File: src/rtl/mskf_pkg.sv
// mskf_pkg: widths, reset values, codes and controller/datapath interface types
// for the multichannel scalar kalman filter. no dependencies.
`timescale 1ns / 1ps

package mskf_pkg;

    localparam int CHANNELS   = 8;
    localparam int CH_IW      = (CHANNELS > 1) ? $clog2(CHANNELS) : 1;
    localparam int CH_W       = 3;
    localparam int SAMPLE_W   = 16;
    localparam int EST_W      = 31;
    localparam int COV_W      = 32;
    localparam int NOISE_W    = 32;
    localparam int GAIN_W     = 32;
    localparam int DEN_W      = 33;
    localparam int REM_W      = 33;
    localparam int MUL_W      = 32;
    localparam int PROD_W     = 64;
    localparam int FRAC_SH    = 31;
    localparam int DIV_STEPS  = 31;
    localparam int CNT_W      = 5;

    localparam int IN_TDATA_W  = 24;
    localparam int OUT_TDATA_W = 40;
    localparam int CFG_IDX_W   = 1;
    localparam int CFG_DATA_W  = 32;

    localparam logic [MUL_W-1:0]   SCALE_MUL    = 32'd20480;
    localparam logic [COV_W-1:0]   COV_RESET    = 32'd21474836;
    localparam logic [NOISE_W-1:0] PNOISE_RESET = 32'd1073742;
    localparam logic [NOISE_W-1:0] MNOISE_RESET = 32'd5368709;
    localparam logic [GAIN_W-1:0]  ONE_Q31      = 32'h8000_0000;

    typedef enum logic [CFG_IDX_W-1:0] {
        CFG_PNOISE = 1'b0,
        CFG_MNOISE = 1'b1
    } t_cfg_idx;

    typedef enum logic [1:0] {
        MUL_SCALE,
        MUL_GAIN,
        MUL_COV
    } t_mul_sel;

    typedef enum logic [2:0] {
        ST_IDLE,
        ST_PRED,
        ST_SETUP,
        ST_DIV,
        ST_MUL_E,
        ST_MUL_P,
        ST_DONE
    } t_state;

    typedef struct packed {
        logic     load;
        logic     pred;
        logic     setup;
        logic     div_step;
        logic     mul_gain;
        logic     upd_est;
        logic     commit;
        logic     mul_en;
        t_mul_sel mul_sel;
    } t_dp_cmd;

    typedef struct packed {
        logic out_free;
    } t_dp_sts;

endpackage

File: src/rtl/mskf_ctrl.sv
// mskf_ctrl: sequencer for one filter update; drives the datapath commands
// and counts the divider steps. depends on mskf_pkg.
`timescale 1ns / 1ps

module mskf_ctrl import mskf_pkg::*; (
    input  logic    i_clk,
    input  logic    i_rst_n,
    input  logic    i_in_valid,
    output logic    o_in_ready,
    input  t_dp_sts i_sts,
    output t_dp_cmd o_cmd
);

    t_state             r_state;
    t_state             n_state;
    logic [CNT_W-1:0]   r_cnt;
    logic [CNT_W-1:0]   n_cnt;
    logic               w_div_last;

    assign w_div_last = (r_cnt == CNT_W'(DIV_STEPS - 1));

    always_ff @(posedge i_clk) begin
        if (!i_rst_n) begin
            r_state <= ST_IDLE;
            r_cnt   <= '0;
        end else begin
            r_state <= n_state;
            r_cnt   <= n_cnt;
        end
    end

    always_comb begin
        n_state = r_state;
        n_cnt   = '0;
        unique case (r_state)
            ST_IDLE: begin
                if (i_in_valid) n_state = ST_PRED;
            end
            ST_PRED:  n_state = ST_SETUP;
            ST_SETUP: n_state = ST_DIV;
            ST_DIV: begin
                if (w_div_last) begin
                    n_state = ST_MUL_E;
                end else begin
                    n_cnt = r_cnt + 1'b1;
                end
            end
            ST_MUL_E: n_state = ST_MUL_P;
            ST_MUL_P: n_state = ST_DONE;
            ST_DONE: begin
                // hold the result until the output register can take it
                if (i_sts.out_free) n_state = ST_IDLE;
            end
            default: n_state = ST_IDLE;
        endcase
    end

    always_comb begin
        o_cmd      = '0;
        o_cmd.mul_sel = MUL_SCALE;
        o_in_ready = 1'b0;
        unique case (r_state)
            ST_IDLE: begin
                o_in_ready = 1'b1;
                o_cmd.load = i_in_valid;
            end
            ST_PRED: begin
                o_cmd.pred    = 1'b1;
                o_cmd.mul_en  = 1'b1;
                o_cmd.mul_sel = MUL_SCALE;
            end
            ST_SETUP: o_cmd.setup = 1'b1;
            ST_DIV:   o_cmd.div_step = 1'b1;
            ST_MUL_E: begin
                o_cmd.mul_gain = 1'b1;
                o_cmd.mul_en   = 1'b1;
                o_cmd.mul_sel  = MUL_GAIN;
            end
            ST_MUL_P: begin
                o_cmd.upd_est = 1'b1;
                o_cmd.mul_en  = 1'b1;
                o_cmd.mul_sel = MUL_COV;
            end
            ST_DONE:  o_cmd.commit = i_sts.out_free;
            default: o_cmd = '0;
        endcase
    end

endmodule

File: src/rtl/mskf_dp.sv
// mskf_dp: per-channel state, noise registers, shared multiplier, radix-2
// gain divider and output register. depends on mskf_pkg.
`timescale 1ns / 1ps

module mskf_dp import mskf_pkg::*; (
    input  logic                  i_clk,
    input  logic                  i_rst_n,
    input  t_dp_cmd               i_cmd,
    output t_dp_sts               o_sts,
    input  logic                  i_cfg_we,
    input  logic [CFG_IDX_W-1:0]  i_cfg_idx,
    input  logic [CFG_DATA_W-1:0] i_cfg_data,
    input  logic [CH_W-1:0]       i_channel,
    input  logic [SAMPLE_W-1:0]   i_sample,
    input  logic                  i_out_ready,
    output logic                  o_out_valid,
    output logic [CH_W-1:0]       o_out_channel,
    output logic [EST_W-1:0]      o_filtered
);

    logic [NOISE_W-1:0]  r_pnoise;
    logic [NOISE_W-1:0]  r_mnoise;
    logic [EST_W-1:0]    r_est [CHANNELS];
    logic [COV_W-1:0]    r_cov [CHANNELS];

    logic [CH_W-1:0]     r_ch;
    logic [SAMPLE_W-1:0] r_sample;
    logic [EST_W-1:0]    r_e;
    logic [COV_W-1:0]    r_n;
    logic [DEN_W-1:0]    r_den;
    logic                r_zero;
    logic [REM_W-1:0]    r_rem;
    logic [GAIN_W-1:0]   r_q;
    logic [EST_W-1:0]    r_diff;
    logic                r_xge;
    logic [GAIN_W-1:0]   r_kc;
    logic [EST_W-1:0]    r_enew;
    logic [PROD_W-1:0]   r_prod;

    logic                r_ovalid;
    logic [CH_W-1:0]     r_och;
    logic [EST_W-1:0]    r_ofilt;

    logic [CH_IW-1:0]    w_idx;
    logic                w_ok;
    logic [COV_W:0]      w_sum;
    logic [COV_W-1:0]    w_n;
    logic [DEN_W-1:0]    w_den;
    logic                w_qtop;
    logic [EST_W-1:0]    w_x;
    logic                w_xge;
    logic [EST_W-1:0]    w_diff;
    logic [REM_W:0]      w_rem2;
    logic [REM_W:0]      w_rsub;
    logic                w_dge;
    logic [GAIN_W-1:0]   w_k;
    logic [MUL_W-1:0]    w_mul_a;
    logic [MUL_W-1:0]    w_mul_b;
    logic [EST_W-1:0]    w_corr;
    logic [COV_W-1:0]    w_pnew;

    assign w_idx = CH_IW'(r_ch);
    assign w_ok  = (32'(r_ch) < 32'(CHANNELS));

    // prediction, saturated at all ones
    assign w_sum = {1'b0, r_cov[w_idx]} + {1'b0, r_pnoise};
    assign w_n   = w_sum[COV_W] ? '1 : w_sum[COV_W-1:0];

    // integer bit of the gain is set only when the measurement noise is zero
    assign w_den  = {1'b0, r_n} + {1'b0, r_mnoise};
    assign w_qtop = (r_mnoise == '0);

    assign w_x    = r_prod[EST_W-1:0];
    assign w_xge  = (w_x >= r_e);
    assign w_diff = w_xge ? (w_x - r_e) : (r_e - w_x);

    assign w_rem2 = {r_rem, 1'b0};
    assign w_rsub = w_rem2 - {1'b0, r_den};
    assign w_dge  = (w_rem2 >= {1'b0, r_den});

    assign w_k = r_zero ? '0 : r_q;

    assign w_corr = r_prod[EST_W+FRAC_SH-1:FRAC_SH];
    assign w_pnew = r_prod[COV_W+FRAC_SH-1:FRAC_SH];

    always_comb begin
        unique case (i_cmd.mul_sel)
            MUL_SCALE: begin
                w_mul_a = MUL_W'(r_sample);
                w_mul_b = SCALE_MUL;
            end
            MUL_GAIN: begin
                w_mul_a = MUL_W'(r_diff);
                w_mul_b = w_k;
            end
            MUL_COV: begin
                w_mul_a = r_kc;
                w_mul_b = r_n;
            end
            default: begin
                w_mul_a = '0;
                w_mul_b = '0;
            end
        endcase
    end

    always_ff @(posedge i_clk) begin
        if (!i_rst_n) begin
            r_pnoise <= PNOISE_RESET;
            r_mnoise <= MNOISE_RESET;
        end else if (i_cfg_we) begin
            unique case (t_cfg_idx'(i_cfg_idx))
                CFG_PNOISE: r_pnoise <= i_cfg_data;
                CFG_MNOISE: r_mnoise <= i_cfg_data;
                default: ;
            endcase
        end
    end

    always_ff @(posedge i_clk) begin
        if (!i_rst_n) begin
            for (int i = 0; i < CHANNELS; i++) begin
                r_est[i] <= '0;
                r_cov[i] <= COV_RESET;
            end
        end else if (i_cmd.commit && w_ok) begin
            r_est[w_idx] <= r_enew;
            r_cov[w_idx] <= w_pnew;
        end
    end

    always_ff @(posedge i_clk) begin
        if (i_cmd.load) begin
            r_ch     <= i_channel;
            r_sample <= i_sample;
        end
        if (i_cmd.pred) begin
            r_e <= r_est[w_idx];
            r_n <= w_n;
        end
        if (i_cmd.setup) begin
            r_den  <= w_den;
            r_zero <= (w_den == '0);
            r_rem  <= w_qtop ? '0 : REM_W'(r_n);
            r_q    <= GAIN_W'(w_qtop);
            r_diff <= w_diff;
            r_xge  <= w_xge;
        end
        if (i_cmd.div_step) begin
            r_rem <= w_dge ? w_rsub[REM_W-1:0] : w_rem2[REM_W-1:0];
            r_q   <= {r_q[GAIN_W-2:0], w_dge};
        end
        if (i_cmd.mul_gain) begin
            r_kc <= ONE_Q31 - w_k;
        end
        if (i_cmd.upd_est) begin
            r_enew <= r_xge ? (r_e + w_corr) : (r_e - w_corr);
        end
        if (i_cmd.mul_en) begin
            r_prod <= PROD_W'(w_mul_a) * PROD_W'(w_mul_b);
        end
    end

    // output register
    always_ff @(posedge i_clk) begin
        if (!i_rst_n) begin
            r_ovalid <= 1'b0;
        end else if (i_cmd.commit) begin
            r_ovalid <= 1'b1;
        end else if (i_out_ready) begin
            r_ovalid <= 1'b0;
        end
    end

    always_ff @(posedge i_clk) begin
        if (i_cmd.commit) begin
            r_och   <= r_ch;
            r_ofilt <= w_ok ? r_enew : '0;
        end
    end

    assign o_sts.out_free = !r_ovalid || i_out_ready;
    assign o_out_valid    = r_ovalid;
    assign o_out_channel  = r_och;
    assign o_filtered     = r_ofilt;

endmodule

File: src/rtl/multichannel_scalar_kalman_filter_top.sv
// multichannel_scalar_kalman_filter_top: top level, joins the sequencer and the
// datapath and packs the stream buses. depends on mskf_pkg, mskf_ctrl, mskf_dp.
//
//  channel  direction  ports                            payload
//  -------  ---------  -------------------------------  ------------------------------
//  s        in         i_s_tvalid o_s_tready i_s_tdata   channel, sample
//  m        out        o_m_tvalid i_m_tready o_m_tdata   out_channel, filtered
//  cfg      in         i_cfg_we i_cfg_idx i_cfg_data     process_noise, measure_noise
//
// an item goes from acceptance through prediction, setup, the bit-per-cycle gain
// divider and two multiplies to done; a new item is taken only back in idle.
// reset is synchronous, active low; it restores the noise defaults, clears every
// channel's estimate and sets every covariance to COV_RESET at once.
// a result sits in the output register while the next item is accepted and
// processed; only a finished result that meets a full output register waits.
`timescale 1ns / 1ps

module multichannel_scalar_kalman_filter_top import mskf_pkg::*; (
    input  logic                   i_clk,
    input  logic                   i_rst_n,
    input  logic                   i_s_tvalid,
    output logic                   o_s_tready,
    input  logic [IN_TDATA_W-1:0]  i_s_tdata,   // [2:0] channel, [18:3] sample
    output logic                   o_m_tvalid,
    input  logic                   i_m_tready,
    output logic [OUT_TDATA_W-1:0] o_m_tdata,   // [2:0] out_channel, [33:3] filtered
    input  logic                   i_cfg_we,
    input  logic [CFG_IDX_W-1:0]   i_cfg_idx,
    input  logic [CFG_DATA_W-1:0]  i_cfg_data
);

    t_dp_cmd           w_cmd;
    t_dp_sts           w_sts;
    logic [CH_W-1:0]   w_out_ch;
    logic [EST_W-1:0]  w_filt;

    mskf_ctrl u_ctrl (
        .i_clk      (i_clk),
        .i_rst_n    (i_rst_n),
        .i_in_valid (i_s_tvalid),
        .o_in_ready (o_s_tready),
        .i_sts      (w_sts),
        .o_cmd      (w_cmd)
    );

    mskf_dp u_dp (
        .i_clk         (i_clk),
        .i_rst_n       (i_rst_n),
        .i_cmd         (w_cmd),
        .o_sts         (w_sts),
        .i_cfg_we      (i_cfg_we),
        .i_cfg_idx     (i_cfg_idx),
        .i_cfg_data    (i_cfg_data),
        .i_channel     (i_s_tdata[CH_W-1:0]),
        .i_sample      (i_s_tdata[CH_W+SAMPLE_W-1:CH_W]),
        .i_out_ready   (i_m_tready),
        .o_out_valid   (o_m_tvalid),
        .o_out_channel (w_out_ch),
        .o_filtered    (w_filt)
    );

    assign o_m_tdata = {(OUT_TDATA_W - CH_W - EST_W)'(0), w_filt, w_out_ch};

endmodule
File: config.mk
export PLATFORM = sky130hd
export DESIGN_NAME = multichannel_scalar_kalman_filter_top
export DESIGN_NICKNAME = d
export VERILOG_FILES = /design/src/rtl/mskf_pkg.sv /design/src/rtl/mskf_ctrl.sv /design/src/rtl/mskf_dp.sv /design/src/rtl/multichannel_scalar_kalman_filter_top.sv
export SDC_FILE = /design/constraint.sdc
export NUM_CORES = 2
export LEC_CHECK = 0
export ABC_AREA = 0
export BUFFER_PORTS_ARGS = -buffer_cell sky130_fd_sc_hd__buf_4
export CORE_MARGIN = 2
export CORE_UTILIZATION = 55
export DETAILED_ROUTE_END_ITERATION = 10
export PLACE_DENSITY = 0.71
export SYNTH_ARGS = -nofsm -noshare
export SYNTH_HDL_FRONTEND = slang
export SYNTH_SLANG_ARGS = --single-unit
File: constraint.sdc
create_clock -name i_clk -period 12.2 [get_ports i_clk]
set_clock_uncertainty 0.05 [all_clocks]
set_input_delay 1.22 -clock i_clk [delete_from_list [all_inputs] [get_ports i_clk]]
set_output_delay 1.22 -clock i_clk [all_outputs]
set_load 0.02 [all_outputs]
==> impl_metrics.env <==
export IMPL_postRouteAntennaNets=0
export IMPL_min_period_ps=10970
export IMPL_gpl_final_weighted_congestion=1.026
export IMPL_cts_buffer_depth=3
export IMPL_worstMarginPinSlew_ps=1376
export IMPL_clockRootBuffer="clkbuf_16"
export IMPL_synth_top_family_by_area="adder cells"
export IMPL_globalRouteMet1Util_pct=45.78
export IMPL_instances_no_fill=9635
export IMPL_n_fill_cell=11957
export IMPL_synthArstFlopShare_pct=0
export IMPL_vias_per_cell=5.997
export IMPL_post_cts_buffers=0
export IMPL_r2r_cells=28
export IMPL_die_area_sq_um=148700
export IMPL_rows=140
export IMPL_yosysTopAreaCell="edfxtp_1"
export IMPL_power_density_nw_per_um2=102.2
export IMPL_ys_types=80
export IMPL_critPathKind="reg -> reg"
export IMPL_gr_usage_all_layers_pct=33.94
export IMPL_max_slew_margin_rel_pct=8.291
export IMPL_peakVddDrop_v=0.0001194
export IMPL_grt_pass1_wl_um=371200
export IMPL_place_ws_ps=1412
export IMPL_drive_gt1_share_pct=7.737
export IMPL_synthTopCellsByArea="edfxtp_1 33%, fa_1 23%, ha_1 7.0%"
export IMPL_slew_violations=0
export IMPL_antenna_found_initial=11
export IMPL_grt_pass1_vias=58564
export IMPL_p_total_mw=8.827
export IMPL_use_met3_pct=8.033
export IMPL_netlist_area_sq_um=80110
export IMPL_ys_dominant_reg_cell="edfxtp_1"
export IMPL_slowest_delay_ps=1010
export IMPL_coreArea_sq_um=145200
export IMPL_cap_violations=0
export IMPL_clock_latency_ps=730
export IMPL_cpMostUsedCell="fa_1"
export IMPL_drc=0
export IMPL_worstSetupEndpoint="u_dp.r_prod[59]"
export IMPL_ys_seq_area_share_pct=34.77
export IMPL_grt_most_used_layer="met2"
export IMPL_synth_edff_count=877
export IMPL_synth_top_area_share_pct=32.87
export IMPL_hold_path_class="reg -> reg"
export IMPL_yosys_warnings=0
export IMPL_crit_arrival_ps=11390
export IMPL_clk_pin_slew_ps=60
export IMPL_grt_setup_unrepaired="no"
export IMPL_drt_total_wl_um=247800
export IMPL_grt_util_met2_pct=51.74
export IMPL_cts_hold_buffers=0
export IMPL_multi_input_area_sq_um=46930
export IMPL_final_util_pct=59.50
export IMPL_avgRoutedWirePerCell_um=25.72
export IMPL_cts_tree="yes"
export IMPL_grt_max_degree=86
export IMPL_crit_slowest_cell="a22oi_2"
export IMPL_r2r_slack_ps=1230
export IMPL_required_ps=12620
export IMPL_drtIter0Drc=6342
export IMPL_floorplan_initialDensity_pct=55.17
export IMPL_ios=104
export IMPL_numCtsBuffers=95
export IMPL_crit_path_max_fanout=40
export IMPL_cts_sinks=953
export IMPL_final_hold_violation_count=0
export IMPL_drt_first_pass_iters=8
export IMPL_synth_xor_area_share_pct=2.699
export IMPL_cts_resized=0
export IMPL_dieHeight_um=385.6
export IMPL_yosys_area_share_simple_pct=14.50
export IMPL_num_vias=57783
export IMPL_overflow=0
export IMPL_synth_compound_area_share_pct=8.467
export IMPL_status="completed"
export IMPL_netlist_instances=7692
export IMPL_setup_viol=0
export IMPL_r2r_end="u_dp.r_prod[59]"
export IMPL_cts_max_level=3
export IMPL_critPathLaunch="u_ctrl.r_state[0]"
export IMPL_synth_fa_ha_area_share_pct=29.53
export IMPL_fin_ws_ps=1234
export IMPL_cp_end_kind="flop"
export IMPL_layout_nets=9052
export IMPL_die_x_um=385.6
export IMPL_synth_seq_cells=953
export IMPL_hpwl_um=182600
export IMPL_area_growth_pct=7.862
export IMPL_max_freq_ghz=0.09119
export IMPL_port_buffers=92
export IMPL_fin_setup_tns_ps=0
export IMPL_reg2reg_from="u_ctrl.r_state[0]"
export IMPL_place_detailed_instances=9460
export IMPL_final_period_utilization_pct=89.88
export IMPL_synth_mux_area_fraction_pct=3.105
export IMPL_register_area_sq_um=27860
export IMPL_p_leak_nw=37.29
export IMPL_syn_avg_cell_area_sq_um=10.41
export IMPL_critPathLaunchType="flop"
[synth_stat cells, drive strengths merged, types with 30 or more instances]
| master | number |
|---|---|
| o21ai | 170 |
| clkbuf | 393 |
| a22oi | 160 |
| edfxtp | 877 |
| and2 | 442 |
| mux2i | 46 |
| and3 | 56 |
| a21oi | 225 |
| fa | 901 |
| a22o | 30 |
| inv | 1044 |
| xnor2 | 145 |
| xor2 | 101 |
| o21a | 51 |
| o21bai | 34 |
| nor3 | 55 |
| nand3 | 68 |
| a21boi | 56 |
| ha | 449 |
| buf | 34 |
| nand2 | 848 |
| nor2 | 711 |
| dfxtp | 76 |
| nand2b | 130 |
| mux4 | 64 |
| mux2 | 52 |
| nand4 | 60 |
| a21o | 129 |
| nor2b | 30 |
| a31oi | 34 |
[stage by stage]
stage | hold WS (ps) | instance area, sq um
4_1_cts | 426.0 | 86400
2_1_floorplan | 379.7 | 80130
5_1_grt | 433.4 | 86400
3_5_place_dp | 411.9 | 83170
3_3_place_gp | 389.6 | 83170
6_report | 420.9 | 86410
[power by group]
group	switching, mW	internal (mW)	leakage, nW
sequential	0.202	3.82	8.90
combinational	1.06	0.674	26.8
clock	1.30	1.76	1.57
total	2.57	6.26	37.3
[metal layers]
| metal | wire length (um) | vias to the layer above |
|---|---|---|
| met5 | 102 | - |
| met4 | 14100 | 16 |
| met3 | 26780 | 654 |
| met2 | 109800 | 3044 |
| met1 | 97060 | 28897 |
| li1 | - | 25172 |
[placed cells by master, fill, tap and decap left out, types with 56 or more instances in the layout]
cell,instances
a21oi_1,224
inv_1,1044
ha_1,449
o21ai_0,156
nand3_1,67
fa_1,901
nand2_1,848
clkbuf_16,97
nand2b_1,121
nand4_1,60
and2_1,440
a21boi_0,56
mux4_2,64
xnor2_1,144
dfxtp_1,72
nor2_1,706
a21o_1,129
a22oi_1,155
buf_4,273
xor2_1,101
edfxtp_1,877
[worst min path at each step]
stage | startpoint | to | slack [ps] | depth (start not counted)
finish | u_ctrl.r_cnt[0] | u_ctrl.r_cnt[0] | 420 | 1
global route | u_ctrl.r_cnt[0] | u_ctrl.r_cnt[0] | 430 | 1
CTS | u_ctrl.r_cnt[0] | u_ctrl.r_cnt[0] | 430 | 1
detailed placement | u_ctrl.r_cnt[0] | u_ctrl.r_cnt[0] | 410 | 1
global placement | u_ctrl.r_cnt[0] | u_ctrl.r_cnt[0] | 390 | 1
floorplan | u_ctrl.r_cnt[0] | u_ctrl.r_cnt[0] | 380 | 1
[critical path: cells and delay by family (launching register included)]
family          cells  cell delay, ps
flops               1             940
xor+xnor            1             100
buf+inv             5             470
simple gates        3             810
fa+ha+maj           9            4480
compound gates     10            3840
[state kept, by name (all words and copies together), names as in the netlist, 33 cells and up, named ones only]
name,count
u_dp.r_cov,256
u_dp.r_est,248
u_dp.r_prod,63
u_dp.r_den,33
u_dp.r_rem,33
[cells by family after synthesis]
family	count (synthesis)
AND/OR/NAND/NOR	2489
buffers and inverters	1472
adder cells (fa/ha/maj)	1350
AO/OA/AOI/OAI	1019
flip-flops	953
XOR/XNOR	246
multiplexers	162
other	1
[cell type report]
cell class / count / area share [%]
timing repair buffer: 273 / 2.372
inverter: 1045 / 4.540
clock buffer: 124 / 2.996
antenna: 2 / 0.005792
clock inverter: 49 / 0.7501
sequential: 953 / 32.25
tap: 1917 / 2.776
multi-input combinational: 5272 / 54.31
No activity file was read; power rests on OpenSTA's default activity.
